===== config.mk =====
export PLATFORM = sky130hd
export DESIGN_NAME = swmn_scale
export DESIGN_NICKNAME = d
export VERILOG_FILES = /design/src/rtl/swmn_pkg.sv /design/src/rtl/swmn_scale.sv
export SDC_FILE = /design/constraint.sdc
export NUM_CORES = 1
export LEC_CHECK = 0
export ABC_AREA = 1
export BUFFER_PORTS_ARGS = -buffer_cell sky130_fd_sc_hd__buf_2
export CAP_MARGIN = 20
export CORE_MARGIN = 5
export CORE_UTILIZATION = 40
export CTS_BUF_LIST = sky130_fd_sc_hd__clkbuf_2 sky130_fd_sc_hd__clkbuf_4 sky130_fd_sc_hd__clkbuf_8
export DETAILED_ROUTE_END_ITERATION = 7
export PLACE_DENSITY = 0.55
export SKIP_LAST_GASP = 1
export SYNTH_ARGS = -nofsm -noshare
export SYNTH_HDL_FRONTEND = slang
export SYNTH_SLANG_ARGS = --single-unit

===== constraint.sdc =====
create_clock -name clk -period 8.2 [get_ports clk]
set_input_delay 1.64 -clock clk [delete_from_list [all_inputs] [get_ports clk]]
set_output_delay 1.64 -clock clk [all_outputs]
set_load 0.02 [all_outputs]

===== src/rtl/swmn_pkg.sv =====
// Shared constants and types for the sliding-window min/max normalizer.
`timescale 1ns / 1ps
package swmn_pkg;
  localparam int unsigned WindowSizeDefault = 256;
  localparam int unsigned ResampleDefault   = 4;
  localparam int unsigned SampleW           = 16;
  localparam int unsigned LevelW            = 8;

  // Per-channel extreme values, minimum and maximum.
  typedef struct packed {
    logic [SampleW-1:0] min_v;
    logic [SampleW-1:0] max_v;
  } ext_t;
endpackage


===== src/rtl/swmn_scale.sv =====
// Serial scaler: (mid - min) * 255 / (max - min), one quotient bit a cycle.
`timescale 1ns / 1ps
module swmn_scale (
  input  logic                         clk,
  input  logic                         rst_n,
  input  logic                         start,
  input  logic [swmn_pkg::SampleW-1:0] mid,
  input  swmn_pkg::ext_t               ext,
  output logic                         done,
  output logic [swmn_pkg::LevelW-1:0]  level,
  output logic                         flat
);
  localparam int unsigned SW = swmn_pkg::SampleW;
  localparam int unsigned NW = SW + swmn_pkg::LevelW;   // numerator width

  logic [NW-1:0]              num_r;
  logic [SW:0]                rem_r;
  logic [SW-1:0]              span_r;
  logic [$clog2(NW+1)-1:0]    cnt_r;
  logic                       busy_r, done_r, flat_r;
  logic [SW:0]                rem_sh;
  logic [SW-1:0]              off;

  always_comb begin
    off = '0;
    if (ext.max_v > ext.min_v && mid > ext.min_v) begin
      off = mid - ext.min_v;
      if (off > ext.max_v - ext.min_v) off = ext.max_v - ext.min_v;
    end
    rem_sh = {rem_r[SW-1:0], num_r[NW-1]};
  end

  always_ff @(posedge clk) begin
    if (!rst_n) begin
      busy_r <= 1'b0;
      done_r <= 1'b0;
    end else begin
      done_r <= 1'b0;
      if (start) begin
        busy_r <= 1'b1;
        flat_r <= ext.max_v <= ext.min_v;
        span_r <= ext.max_v - ext.min_v;
        num_r  <= ({{swmn_pkg::LevelW{1'b0}}, off} << swmn_pkg::LevelW)
                  - {{swmn_pkg::LevelW{1'b0}}, off};
        rem_r  <= '0;
        cnt_r  <= ($clog2(NW+1))'(NW);
      end else if (busy_r) begin
        if (rem_sh >= {1'b0, span_r}) begin
          rem_r <= rem_sh - {1'b0, span_r};
          num_r <= {num_r[NW-2:0], 1'b1};
        end else begin
          rem_r <= rem_sh;
          num_r <= {num_r[NW-2:0], 1'b0};
        end
        cnt_r <= cnt_r - 1'b1;
        if (cnt_r == 1) begin
          busy_r <= 1'b0;
          done_r <= 1'b1;
        end
      end
    end
  end

  assign done  = done_r;
  assign flat  = flat_r;
  assign level = flat_r ? '0 : num_r[swmn_pkg::LevelW-1:0];
endmodule


==> impl_metrics.toml <==
[status]
outcome = "finished, final reports clean"

[finish]
drive_gt1_frac = 0.138
num_antenna_cells = 0
finalNonFillerCells = 1226
syn2layout_area_growth_pct = 10.8
finalNetCount = 1127

[setup_path]
slowest_delay_ns = 0.39
start_kind = "input port"
path_class = "in2reg"
cp_slowest_cell = "ha_1"
crit_arrival_ns = 7.16
crit_fanout = 17
required_ns = 8.30
worst_path_most_repeated_cell = "nand2_1"
path_delay_family = "simple AND/OR/NAND/NOR gates"
path_buf_inv = 3
end_kind = "flip-flop"
regToRegSetupSlack_ns = 4.86

[place]
hpwl_mm = 14.0
place_congestion = 0.919
numPortBuffers = 60
dp.cells = 1210

[sta]
fin_crit_sh = 0.861
finalHoldWorstSlack_ns = 0.507
fin_crit_ns = 7.06
final_hold_viol_count = 0
tightest_slew_ns = 0.869
maxSlewViolCount = 0
rsz0062_at_grt = "no"
finalSetupViolations = 0
tns_ns = 0
fmax_mhz = 142
skew_ns = 0.0176
relSlewSlack = 0.419

[logic_synthesis]
synth_edf_count = 62
yosys.cell_count.top_type = "nand2_1"
synth_flop_cell = "edfxtp_1"
yosysWarnings = 0
synth-async-reset-ratio = 0
synth_seq_cells = 64
synthTopCellsByCount = "nand2_1, inv_1, a21oi_1, ha_1, nand3_1"
synth_area_um2 = 6790
synth_top_cell_by_area = "edfxtp_1"
synthesis.nets = 1070
synth-seq-area-share = 0.280
synth_cells = 944
syn_area_per_cell_um2 = 7.19
ys_types = 48
synth_area_leaders = "edfxtp_1, ha_1, nand2_1"
synth.top_cell.area_share = 0.274

[clock_tree]
clk_latency_ns = 0.35
cts_sinks = 64
path_clk_slew_ns = 0.07
cts_root_buffer = "clkbuf_8"
numCtsBuffers = 9
cts_buffer_depth = 2
cts_resized = 0
cts-hold-fix-buffers = 0
h-tree-depth = 3
postCtsSetupBuffers = 0
cts_tree = "yes"

[floorplanning]
die_h_um = 140
initial_core_util = 0.408
pin_count = 61
die_w_um = 140
fp.dieArea_um2 = 19700
fp.coreArea_um2 = 16600
row_count = 47

[detailed_routing]
vias = 6074
drtIter0Drc = 455
wl_per_cell_um = 14.0
drtPass1Iterations = 5
drt_drc_violations_left = 0
routed_wl_mm = 17.1
antenna_left = 0
via_per_inst = 4.95

[grt]
grt_usage = 0.173
grt_pass1_wl_mm = 27.7
grt-ovfl-total = 0
grt_pass1_vias = 5626
grt_max_degree = 47
antenna_found_initial = 0

[flow_run]
cap_violations = 0

[power]
p_seq_frac = 0.262
p_switching_mw = 0.756
pwr-share-clk = 0.175
p_leak_nw = 3.92
ir_worst_vdd_mv = 0.0811
powerDensity_nw_per_um2 = 224
internal_power_mw = 0.931
p_sw_frac = 0.448
power_frac_comb = 0.563

[min_path]
hp-class = "reg2reg"
[worst min-delay path, stage by stage, from the launching register on]
cell     delay (ns)
dfxtp_1        0.30
inv_1          0.10
nor4_1         0.06
[cells by family after synthesis]
family | synth area share
xor gates and xnor gates | 0.0465
and+or+nand+nor | 0.310
adders and majority gates | 0.142
AOI/OAI and AO/OA | 0.118
DFF | 0.280
buffers and inverters | 0.103
[stage by stage]
step | setup WS [ns] | power (mW) | util | area (um^2)
global placement | 0.866 | 1.39 | 0.438 | 7300
CTS | 1.19 | 1.70 | 0.452 | 7510
global route | 0.517 | 1.84 | 0.452 | 7510
floorplan | 1.77 | 1.19 | - | 6790
detailed placement | 0.814 | 1.39 | 0.438 | 7300
finish | 1.14 | 1.69 | 0.452 | 7510
[state kept, by name, summed over array words and instances, names as in the netlist]
name    cells
busy_r      1
span_r     16
num_r      24
done        1
cnt_r       5
flat        1
rem_r      16
[power by group through the flow]
stage	Combinational (mW)	Clock [mW]	Sequential [mW]
2_1_floorplan	0.752	0	0.443
6_report	0.950	0.296	0.441
3_5_place_dp	0.944	0	0.448
3_3_place_gp	0.943	0	0.448
4_1_cts	0.948	0.306	0.442
5_1_grt	1.08	0.317	0.445
[layout make-up]
class / count / area (um^2)
multi-input cells: 701 / 4190
well taps: 220 / 275
repair buffers: 62 / 315
clock inverters: 2 / 37.5
fillers: 1692 / 9130
clock buffers: 14 / 180
inverters: 163 / 612
flip-flops and latches: 64 / 1900
[layout by cell type (no fill, tap or decap), drive strengths merged, types with 11 or more instances in the layout]
master  count
a21oi      72
buf        62
clkbuf     14
edfxtp     62
ha         72
inv       162
nand2     246
nand3      89
nand4      11
nor2       75
o21ai      42
xnor2      15
xor2       21
[per-layer routing]
layer | vias up | track usage | routed length, um | share of wire
li1 | 3226 | - | - | -
met1 | 2666 | 0.252 | 8630 | 0.50
met2 | 159 | 0.269 | 7360 | 0.43
met3 | 23 | 0.0235 | 865 | 0.050
met4 | 0 | 0.0449 | 281 | 0.016
met5 | - | 0 | 0 | 0
[path summary, 6_finish.rpt]
kind	startpoint	endpoint	depth (start not counted)
max	ext[24]	num_r[20]$_DFFE_PP_	35
min	busy_r$_SDFF_PN0_	done$_SDFF_PP0_	2
max reg2reg	rem_r[1]$_SDFFCE_PP0P_	rem_r[8]$_SDFFCE_PP0P_	13
min reg2reg	busy_r$_SDFF_PN0_	done$_SDFF_PP0_	2
Power figures use the tool's default switching activity.
