## config.mk

```make
export PLATFORM = sky130hd
export DESIGN_NAME = swmn_lane
export DESIGN_NICKNAME = d
export VERILOG_FILES = /design/src/rtl/swmn_pkg.sv /design/src/rtl/swmn_ram.sv /design/src/rtl/swmn_lane.sv
export SDC_FILE = /design/constraint.sdc
export NUM_CORES = 2
export LEC_CHECK = 0
export BUFFER_PORTS_ARGS = -buffer_cell sky130_fd_sc_hd__buf_4
export CORE_MARGIN = 5
export CORE_UTILIZATION = 50
export CTS_BUF_LIST = sky130_fd_sc_hd__clkbuf_2
export DETAILED_ROUTE_END_ITERATION = 10
export MAX_ROUTING_LAYER = met4
export PLACE_DENSITY = 0.64
export SLEW_MARGIN = 15
export SYNTH_ARGS = -nofsm -noshare
export SYNTH_HDL_FRONTEND = slang
export SYNTH_SLANG_ARGS = --single-unit
```

## constraint.sdc

```tcl
create_clock -name clk -period 5.8 [get_ports clk]
set_input_delay 0.29 -clock clk [delete_from_list [all_inputs] [get_ports clk]]
set_output_delay 0.29 -clock clk [all_outputs]
set_load 0.005 [all_outputs]
```

## src/rtl/swmn_pkg.sv

```systemverilog
// Shared constants and types for the sliding-window min/max normalizer.
`timescale 1ns / 1ps
package swmn_pkg;
  localparam int unsigned WindowSizeDefault = 256;
  localparam int unsigned ResampleDefault   = 4;
  localparam int unsigned SampleW           = 16;
  localparam int unsigned LevelW            = 8;

  // Per-channel extreme values, minimum and maximum.
  typedef struct packed {
    logic [SampleW-1:0] min_v;
    logic [SampleW-1:0] max_v;
  } ext_t;
endpackage

```

## src/rtl/swmn_ram.sv

```systemverilog
// Generic single-port RAM with registered read.
`timescale 1ns / 1ps
module swmn_ram #(
  parameter int unsigned WIDTH = 16,
  parameter int unsigned DEPTH = 256
) (
  input  logic                     clk,
  input  logic                     we,
  input  logic [$clog2(DEPTH)-1:0] addr,
  input  logic [WIDTH-1:0]         wdata,
  output logic [WIDTH-1:0]         rdata
);
  logic [WIDTH-1:0] mem [DEPTH];

  always_ff @(posedge clk) begin
    if (we) begin
      mem[addr] <= wdata;
    end
    rdata <= mem[addr];
  end
endmodule

```

## src/rtl/swmn_lane.sv

```systemverilog
// One channel lane: window store, extreme tracking and rescan compare.
`timescale 1ns / 1ps
module swmn_lane #(
  parameter int unsigned WINDOW_SIZE = swmn_pkg::WindowSizeDefault
) (
  input  logic                           clk,
  input  logic                           rst_n,
  input  logic                           we,
  input  logic [$clog2(WINDOW_SIZE)-1:0] addr,
  input  logic [swmn_pkg::SampleW-1:0]   wdata,
  output logic [swmn_pkg::SampleW-1:0]   rdata,
  input  logic                           clr,      // restart extremes
  input  logic                           take,     // fold value at slot
  input  logic [swmn_pkg::SampleW-1:0]   take_v,
  input  logic [$clog2(WINDOW_SIZE)-1:0] take_slot,
  output swmn_pkg::ext_t                 ext,
  output logic [$clog2(WINDOW_SIZE)-1:0] min_pos,
  output logic [$clog2(WINDOW_SIZE)-1:0] max_pos
);
  localparam int unsigned AW = $clog2(WINDOW_SIZE);

  swmn_pkg::ext_t ext_r;
  logic [AW-1:0]  min_pos_r, max_pos_r;

  swmn_ram #(.WIDTH(swmn_pkg::SampleW), .DEPTH(WINDOW_SIZE)) u_ram (
    .clk(clk), .we(we), .addr(addr), .wdata(wdata), .rdata(rdata)
  );

  always_ff @(posedge clk) begin
    if (!rst_n || clr) begin
      ext_r.min_v <= '1;
      ext_r.max_v <= '0;
      min_pos_r   <= '0;
      max_pos_r   <= '0;
    end else if (take) begin
      if (take_v <= ext_r.min_v) begin
        ext_r.min_v <= take_v;
        min_pos_r   <= take_slot;
      end
      if (take_v >= ext_r.max_v) begin
        ext_r.max_v <= take_v;
        max_pos_r   <= take_slot;
      end
    end
  end

  assign ext     = ext_r;
  assign min_pos = min_pos_r;
  assign max_pos = max_pos_r;
endmodule

```

==> results list <==
* Outcome: finished clean
- Sequential share of the synthesized area: 78.7%
- Synth Instances: 7053
- Total negative slack: 0 ns
- Unrepaired setup endpoints after global routing: no
- Summing over every cut layer, the via total after detailed routing is 84400.
* Dpl cells: 11400
- After synthesis the netlist holds a flip-flop and latch count of 4160.
- The initial antenna violation count is 20.
- After routing the design area is 179000 um^2.
- Fin crit period: 5.26 ns
- Root Driver: sky130_fd_sc_hd__clkbuf_2
- The worst pin sits at a relative slew slack of 18.5%.
* Arrival time of the worst setup path: 7.25 ns
- For the worst flop-to-flop path, the logic depth is 14.
- EDFF count, synth: between 4000 and 5000
* Pwr/cell area: 309 nW/um^2
* Launch instance of the worst register-to-register path: ext[7]$_SDFFE_PP0P_
- In the final design database the tool counted around 8700 nets.
* H-Tree Level Count: 7
- Largest buffer count on any clock path: 5
- The worst setup path is of the reg -> reg kind.
- Top-level I/O count: 117
- The worst hold path begins at wdata[7].
* Chip Height: 572 um
- During synthesis, Yosys emitted a total of 0 warnings.
- Weighted congestion reported at the end of routability-driven placement: 0.845
- After layout, the worst path uses 90.8% of the clock period.
- The first global-routing pass estimated between 600000 and 700000 um of wire.
- Port Buffers: 116
- In the layout the commonest cells are 4096 x sky130_fd_sc_hd__edfxtp_1, 1539 x sky130_fd_sc_hd__clkbuf_2, 1024 x sky130_fd_sc_hd__mux4_2.
- Die Area: 327000 um^2
- For the pin with the worst max-slew slack, the measured transition is approximately 1.2 ns.
* DRC errors left: 0
* Class of the tightest hold or removal check: in -> reg
* Filler-free cell count of the finished design: 13400
- The number of setup buffers added after CTS is 0.
- CTS clock-pin slew for the worst setup and hold paths: 0.10 ns
- Entering global routing, the biggest net connects 188 pins.
- Maximum capacitance violations: 0
- Mean instance size in the synthesized netlist: 22.4 um^2
* Total power consumption of the routed design: between 50000 and 60000 uW
- Routed wire length per instance: between 30 and 40 um
- Final core occ: between 50% and 60%
- Internal reg-to-reg setup slack: roughly 0.54 ns
* Placed inst area: 167000 um^2
* Area growth, synth to finish: 13.3%
- The worst hold path passes through 5 cells.
- Synth Cell Area: 158000 um^2
- Of all nets on the critical path, the largest fanout is 13.
* # setup viols final: 0
- Fill cell instance count of the final layout: 23600
- The number of global-route vias before repair is approximately 87000.
- Dominant cell type by area after synthesis: sky130_fd_sc_hd__edfxtp_1
* DRC violation total after the first TritonRoute iteration: between 10000 and 15000
* Starting Density: 50.2%
- Kind of end point of the critical path: flop
- The first detailed-routing pass ran for 6 iterations.
- From left edge to right edge, the die measures 572 um.
- STA puts the critical path data required time at 7.79 ns.
* Hold EP: u_ram.mem[88][7]$_DFFE_PP_
* Aggregate global-route resource usage: 27.5%
* Routed Wire Length: approximately 430000 um
* Number of nets with antenna violations after detailed routing: 0
- Number of distinct standard cells referenced by the synthesized netlist: 33
* Syn_nets: 7138
- In the final layout, the share of cells above drive strength 1 is between 30% and 40%.
* FF-to-FF End: ext[6]$_SDFFE_PP0P_
- The clock arrives with 0.232 ns of skew.
* GRT overflow: 0
* Area of the core: 315000 um^2
* Most frequently used flop master after synthesis: sky130_fd_sc_hd__edfxtp_1
* Final Max Tran Viols: 0
* Insertion delay of the later-clocked pin in the worst-skew pair: 2.18 ns
- The clock net in this run drives a total of 4160 sinks.
* Vias per inst: between 6 and 7
- The hold violation total from the final report was 0.
- IR analysis of the VDD net gives a maximum drop of 226 uV.
* CP Launch Type: flop
* Most common cell after layout, fill and taps aside: sky130_fd_sc_hd__edfxtp_1
- Ys async rst share: 0%
- Clock tree from TritonCTS: built
- Total number of placement rows: roughly 200
- In this run the static leakage power is 0.0580 uW.
* Fmax: 0.190 GHz
* Share of the synthesized area in the top cell type: 77.9%
- Placed wire-length estimate after detailed placement: roughly 250000 um
- After synthesis, the cell types taking the most area are sky130_fd_sc_hd__edfxtp_1 78%, sky130_fd_sc_hd__mux4_2 15%, sky130_fd_sc_hd__a22oi_1 2.4%.
* TritonCTS Buffers: roughly 1100
==> what timing repair did <==
action                                   CTS  global route
hold buffers                             258             2
gates resized for setup                    0             0
endpoints found under the setup margin     0             0
endpoints found under the hold margin   8256            15
==> metrics by stage <==
stage | setup WS (ns) | hold slack (ns)
final | 0.536 | 0.295
after global routing | 0.434 | 0.101
after CTS | 0.747 | 0.00342
after detailed placement | 1.53 | 0.475
after global placement | 0.334 | 0.462
after floorplan | 2.86 | 0.389
==> Yosys cell counts, drive strengths merged, types with 34 or more instances <==
master     n
edfxtp  4096
mux4    1024
a22oi    512
a21oi    299
clkbuf   275
nor2     233
buf      168
nand3     75
dfxtp     64
o41ai     64
o21ai     53
inv       34
==> report_power, final <==
group / internal, uW / switching (uW) / total [uW]
clock network: 7650 / 11400 / 19000
registers: 33000 / 99.2 / 33100
logic: 1150 / 1990 / 3140
total: 41900 / 13400 / 55300
==> sequential cells by signal, summed over array words and instances (netlist names) <==
signal	count
ext	32
max_pos	8
min_pos	8
u_ram.mem	4096
u_ram.rdata	16
==> worst max-delay path by stage <==
stage | depth (start not counted) | from | to | slack, ns
after floorplan | 7 | addr[0] | u_ram.mem[145][0]$_DFFE_PP_ | 2.86
after global placement | 8 | addr[0] | u_ram.rdata[9]$_DFF_P_ | 0.33
after detailed placement | 8 | addr[0] | u_ram.rdata[3]$_DFF_P_ | 1.53
after CTS | 14 | ext[0]$_SDFFE_PP0P_ | ext[4]$_SDFFE_PP0P_ | 0.75
after global routing | 14 | ext[7]$_SDFFE_PP0P_ | ext[7]$_SDFFE_PP0P_ | 0.43
final | 14 | ext[7]$_SDFFE_PP0P_ | ext[6]$_SDFFE_PP0P_ | 0.54
==> cells by family (layout without fill, tap and decap cells) <==
logic type,after synthesis,in the layout,share of synthesized area (%)
AND/OR/NAND/NOR,418,418,1.15
flip-flops,4160,4160,78.7
adder cells (fa/ha/maj),32,32,0.253
buffers and inverters,477,2647,1.35
multiplexers,1024,1024,14.6
other,0,34,0
AO/OA/AOI/OAI,942,942,3.98
==> area by class of cell <==
cell class / count / area, um^2 / share of cell area (%)
sequential: 4160 / 124000 / 69.4
multi-input combinational: 2416 / 32300 / 18.0
timing repair buffer: 865 / 8120 / 4.54
clock buffer: 1539 / 7700 / 4.30
tap: 4160 / 5200 / 2.91
clock inverter: 209 / 1210 / 0.675
inverter: 34 / 128 / 0.0713
antenna: 34 / 85.1 / 0.0475
==> critical path, stage by stage, from the launching register on <==
cell                            delay [ns]
sky130_fd_sc_hd__dfxtp_1              0.40
sky130_fd_sc_hd__inv_1                0.08
sky130_fd_sc_hd__ha_1                 0.32
sky130_fd_sc_hd__nand2_1              0.06
sky130_fd_sc_hd__o21ai_0              0.23
sky130_fd_sc_hd__a211oi_1             0.09
sky130_fd_sc_hd__dlygate4sd3_1        0.60
sky130_fd_sc_hd__o221ai_1             0.15
sky130_fd_sc_hd__dlygate4sd3_1        0.57
sky130_fd_sc_hd__buf_4                0.21
sky130_fd_sc_hd__dlygate4sd3_1        0.96
sky130_fd_sc_hd__nand3_1              0.17
sky130_fd_sc_hd__dlygate4sd3_1        0.63
sky130_fd_sc_hd__a21oi_1              0.17
sky130_fd_sc_hd__dlygate4sd3_1        0.57
==> layer usage <==
metal,vias up,GRT usage (%),wire (um)
met3,894,6.20,41700
met1,44500,36.6,165000
met5,-,-,0
met4,0,11.2,15900
li1,33800,-,-
met2,5229,41.9,211000
Note: power is estimated with default switching activity, not from simulation.
